**src/sv/fvn_pkg.sv**
```systemverilog
package fvn_pkg;

  // configuration register indexes
  localparam logic [1:0] REG_SEED = 2'd0;
  localparam logic [1:0] REG_OCTAVES = 2'd1;
  localparam logic [1:0] REG_PERSIST = 2'd2;

  // hash mixing constants
  localparam logic [63:0] K_CELL_X = 64'h9E3779B97F4A7C15;
  localparam logic [63:0] K_CELL_Y = 64'hC6A4A7935BD1E995;
  localparam logic [63:0] K_MIX_A = 64'hFF51AFD7ED558CCD;
  localparam logic [63:0] K_MIX_B = 64'hC4CEB9FE1A85EC53;

  // 1.0 in Q1.16
  localparam logic [16:0] ONE_Q16 = 17'h10000;
  // 3.0 in Q2.16, the constant term of the smoothstep factor 3 - 2t
  localparam logic [17:0] THREE_Q16 = 18'h30000;

  // per-octave settings handed to every cell
  typedef struct packed {
    logic        act;
    logic [63:0] seed;
    logic [15:0] pers;
  } cell_cfg_t;

  // low half of a 64x64 product: 32x32 low partial
  function automatic logic [63:0] mul_lo(input logic [31:0] a, input logic [31:0] k);
    logic [63:0] p;
    p = 64'(a) * 64'(k);
    return p;
  endfunction

  // low half of a 64x64 product: cross partials, only their low 32 bits matter
  function automatic logic [31:0] mul_mid(input logic [63:0] a, input logic [63:0] k);
    logic [31:0] m;
    m = a[31:0] * k[63:32] + a[63:32] * k[31:0];
    return m;
  endfunction

endpackage

```
**src/sv/fvn_div.sv**
```systemverilog
module fvn_div import fvn_pkg::*; #(
  parameter int unsigned TOT_W  = 36,
  parameter int unsigned ASUM_W = 21
) (
  input  logic              clk_i,
  input  logic              rst_ni,
  input  logic              en_i,
  input  logic              valid_i,
  input  logic [TOT_W-1:0]  total_i,
  input  logic [ASUM_W-1:0] asum_i,
  output logic              valid_o,
  output logic [16:0]       quo_o
);

  localparam int unsigned QB = 17;
  localparam int unsigned DW = ASUM_W + QB;

  logic              v_q [0:QB];
  logic [DW-1:0]     rem_q [0:QB];
  logic [ASUM_W-1:0] d_q [0:QB];
  logic [QB-1:0]     q_q [0:QB];
  logic              sat_q [0:QB];

  logic [DW-1:0] sub [1:QB];

  // shifted divisor for each quotient bit
  always_comb begin
    for (int k = 1; k <= QB; k++) sub[k] = DW'(d_q[k-1]) << (QB - k);
  end

  always_ff @(posedge clk_i or negedge rst_ni) begin
    if (!rst_ni) begin
      for (int k = 0; k <= QB; k++) v_q[k] <= 1'b0;
    end else if (en_i) begin
      v_q[0] <= valid_i;
      for (int k = 1; k <= QB; k++) v_q[k] <= v_q[k-1];
    end
  end

  // one restoring step per stage, most significant quotient bit first
  always_ff @(posedge clk_i) begin
    if (en_i) begin
      rem_q[0] <= DW'(total_i);
      d_q[0]   <= asum_i;
      q_q[0]   <= '0;
      sat_q[0] <= DW'(total_i) >= {asum_i, {QB{1'b0}}};
      for (int k = 1; k <= QB; k++) begin
        d_q[k]   <= d_q[k-1];
        sat_q[k] <= sat_q[k-1];
        if (rem_q[k-1] >= sub[k]) begin
          rem_q[k] <= rem_q[k-1] - sub[k];
          q_q[k]   <= q_q[k-1] | (QB'(1) << (QB - k));
        end else begin
          rem_q[k] <= rem_q[k-1];
          q_q[k]   <= q_q[k-1];
        end
      end
    end
  end

  assign valid_o = v_q[QB];
  assign quo_o   = (sat_q[QB] || q_q[QB] > ONE_Q16) ? ONE_Q16 : q_q[QB];

endmodule
```
**config.mk**
```make
export PLATFORM = sky130hd
export DESIGN_NAME = fvn_div
export DESIGN_NICKNAME = d
export VERILOG_FILES = /design/src/sv/fvn_pkg.sv /design/src/sv/fvn_div.sv
export SDC_FILE = /design/constraint.sdc
export NUM_CORES = 2
export LEC_CHECK = 0
export CAP_MARGIN = 20
export CORE_AREA = 2 2 338 340
export CTS_BUF_LIST = sky130_fd_sc_hd__clkbuf_4
export CTS_CLUSTER_DIAMETER = 100
export DETAILED_ROUTE_END_ITERATION = 8
export DIE_AREA = 0 0 340 342
export DONT_BUFFER_PORTS = 1
export PLACE_DENSITY = 0.7
export SYNTH_ARGS = -nofsm -noshare
export SYNTH_HDL_FRONTEND = slang
export SYNTH_SLANG_ARGS = --single-unit
```
**constraint.sdc**
```tcl
create_clock -name clk_i -period 4 [get_ports clk_i]
set_clock_uncertainty 0.1 [all_clocks]
set_input_delay 0.8 -clock clk_i [delete_from_list [all_inputs] [get_ports clk_i]]
set_output_delay 0.8 -clock clk_i [all_outputs]
set_load 0.01 [all_outputs]
```
==> run metrics <==
final period utilization=0.9432; largest net degree at the start of global routing=roughly 110; GR Util All Layers=0.2421; asr flop ratio synth=0.01513; Cell Pwr Density=between 600 and 700 nW/µm²; setup slack after layout=between 0.2 and 0.25 ns; # setup viols final=0; Row Count=between 100 and 150; Mapped Nets=roughly 5.7k; setup TNS=0 ns; worst relative slew slack=0.2854; I/O pins=~80; hold crit path type=in2reg; Initial Utilization=0.5448; Power, Total=about 45 mW; DRC Markers=0; synth warn=0; total CTS buffers=~320; hold slack=~0.19 ns; placer congestion estimate=roughly 0.94; DPL Wire Length=103,100 µm; gr ovfl total=0; Final Max Tran Viols=0; Max IR drop VDD=around 370 µV; CTS Buffer Depth=4; top cells by area, synth=edfxtp_1 (57%), ha_1 (7.6%), xnor2_1 (3.1%); fin cells=around 7.4k; first element of the critical path=rem_q[4][45]$_DFFE_PP_; drt pass-1 iters=6; TritonCTS clock tree=built; MaxCap Viol Count=0; Detail Route Antenna Nets=0; post-layout min period=between 3 and 4 ns; HP Start=valid_i; Worst-path clk slew=0.06 ns; die width=between 300 and 400 µm; Hold Violations, Final=0; mapped cell area=between 60,000 and 70,000 µm²; Post-synth EDFFs=roughly 1.2k; full die area=roughly 120,000 µm²; crit end category=flop; Post-Place Cell Area=about 64,000 µm²; initial antenna violation count=3; synth unique cells=96; dominant synthesized flop cell=edfxtp_1; final wirelength=140,600 µm; total vias in the final route=between 40k and 50k; Pleak=about 27 nW; final instance area=68,850 µm²; area grow syn2layout=11.73%; crit-path max FO=4; layout cells sized above 1=0.1164; outcome=completed; WS Path Type=reg2reg; Yosys top cell by area=edfxtp_1; Final #Nets=slightly above 6k; startpoint types=flop; Die Ht=approximately 340 µm; share of the synthesized area in the top cell type=0.5711; # fillers=8,892; Cells after DPL=~6.7k; Max Freq=0.2651 GHz; RSZ-0062 raised after global routing=false; clock latency on the worst-skew pair=1.23 ns; core area=around 110,000 µm²; first-pass GRT wire length=around 220,000 µm; sequential share of the synthesized area=0.5784; pre-CTS WS=slightly above 0.2 ns; number of synthesized register bits=1,190; Avg Inst Size Synth=11.74 µm²; vias in the first global route=~42k; Vias/cell=approximately 5.7; clock root cell=clkbuf_4; Port Buffer Count=0; routed length per instance=about 19 µm; Mapped Cells=roughly 5.3k; Iter 0 DRT Violations=between 3k and 4k; FF-to-FF Start=rem_q[4][45]$_DFFE_PP_; Core Util, Final=0.6087; H-tree depth=5; WP data arrival=~4.6 ns; Critical Path RT=between 4 and 5 ns; CTS Sinks=about 1.2k; Slew @ Worst Pin=1.072 ns
-- where the power goes --
group | internal, mW | switching (mW)
clock | 5.56 | 4.83
combinational | 6.65 | 8.65
sequential | 17.2 | 1.95
total | 29.4 | 15.4
-- timing repair --
item	CTS	global route
pin swaps	0	1
endpoints found under the setup margin	11	30
resized for setup	2	8
gates cloned	0	0
endpoints found under the hold margin	123	0
buffers inserted	0	0
hold buffers	113	0
-- cell usage after synthesis (97+ instances only) --
cell type and number:
a21o_1 177, a21oi_1 328, clkbuf_1 109, edfxtp_1 1172
ha_1 375, inv_1 480, nand2_1 422, nor2_1 309
nor3_1 97, o21ai_0 341, xnor2_1 216, xor2_1 175
-- worst max-delay path, cell delays in order (launching register included) --
cell      delay [ns]
edfxtp_1        0.37
inv_1           0.09
ha_1            0.17
inv_1           0.06
fa_1            0.40
a21o_1          0.20
a21oi_1         0.28
o21a_1          0.19
o32ai_1         0.16
o221ai_1        0.33
o21ai_0         0.21
nand2_1         0.17
or3b_2          0.50
nor3_1          0.20
xor2_1          0.09
-- cell type report --
| class | instances | area [µm²] | area share |
|---|---|---|---|
| Antenna cell | 4 | 10.01 | 0.0001454 |
| Timing Repair Buffer | 195 | 1854 | 0.02693 |
| Inverter | 480 | 1802 | 0.02617 |
| Tap cell | 1512 | 1892 | 0.02748 |
| Multi-Input combinational cell | 3457 | 23790 | 0.3456 |
| Sequential cell | 1190 | 35640 | 0.5177 |
| Clock buffer | 446 | 3348 | 0.04863 |
| Clock inverter | 81 | 504.2 | 0.007324 |
-- kinds of logic (layout without fill, tap and decap cells) --
| group | after synthesis | count (layout) | share of synthesized area |
|---|---|---|---|
| and+or+nand+nor | 1430 | 1430 | 0.1164 |
| DFF | 1190 | 1190 | 0.5784 |
| AOI/OAI and AO/OA | 1179 | 1179 | 0.1193 |
| buffers and inverters | 603 | 1202 | 0.03710 |
| adders and majority gates | 391 | 391 | 0.08134 |
| xor gates and xnor gates | 391 | 391 | 0.05557 |
| muxes | 66 | 66 | 0.01188 |
| other | 0 | 4 | 0 |
-- layout by cell type, fill, tap and decap left out, types with 16 or more instances in the layout --
cell | synthesis | final
nor4b_1 | 23 | 23
nor2b_1 | 63 | 63
xnor2_1 | 216 | 216
nor3_1 | 97 | 96
nor2_1 | 309 | 309
and3_1 | 26 | 26
fa_1 | 16 | 16
dlygate4sd3_1 | 0 | 113
nand3b_1 | 17 | 17
clkbuf_4 | 0 | 446
buf_4 | 4 | 74
o211ai_1 | 26 | 26
a211oi_1 | 20 | 20
or3_1 | 33 | 33
o21ai_0 | 341 | 341
a21oi_1 | 328 | 327
a31oi_1 | 44 | 41
o31ai_1 | 31 | 28
o21bai_1 | 26 | 26
xor2_1 | 175 | 175
ha_1 | 375 | 375
a21o_1 | 177 | 177
inv_1 | 480 | 480
clkinv_1 | 0 | 59
nand4_1 | 58 | 58
nand2b_1 | 69 | 69
nor4_1 | 79 | 79
nand3_1 | 96 | 96
o21a_1 | 40 | 40
and2_1 | 32 | 32
mux2_2 | 57 | 57
or2_2 | 29 | 29
edfxtp_1 | 1172 | 1172
nand4b_1 | 20 | 20
dfrtp_1 | 18 | 18
nand2_1 | 422 | 422
-- path summary, 6_finish.rpt --
kind,endpoint,slack (ns),cells past startpoint
worst max-delay path,rem_q[5][33]$_DFFE_PP_,0.23,14
worst min-delay path,v_q[17]$_DFFE_PN0P_,0.19,2
worst min register to register,q_q[8][11]$_DFFE_PP_,0.27,0
min in group asynchronous,v_q[4]$_DFFE_PN0P_,0.57,2
max in group asynchronous,v_q[14]$_DFFE_PN0P_,2.75,2
worst max register to register,rem_q[5][33]$_DFFE_PP_,0.23,14
-- routing by layer --
| metal | vias up | global-route usage | routed length (µm) |
|---|---|---|---|
| li1 | 20299 | - | - |
| met1 | 20028 | 0.2963 | 57340 |
| met2 | 1303 | 0.4192 | 70550 |
| met3 | 324 | 0.04516 | 7605 |
| met4 | 2 | 0.1058 | 5098 |
| met5 | - | 0 | 13 |
-- registers in the layout, summed over array words and instances, names as in the netlist --
signal	flops
rem_q	644
valid_o	1
d_q	357
sat_q	18
q_q	153
v_q	17
No activity file was read; power rests on OpenSTA's default activity.
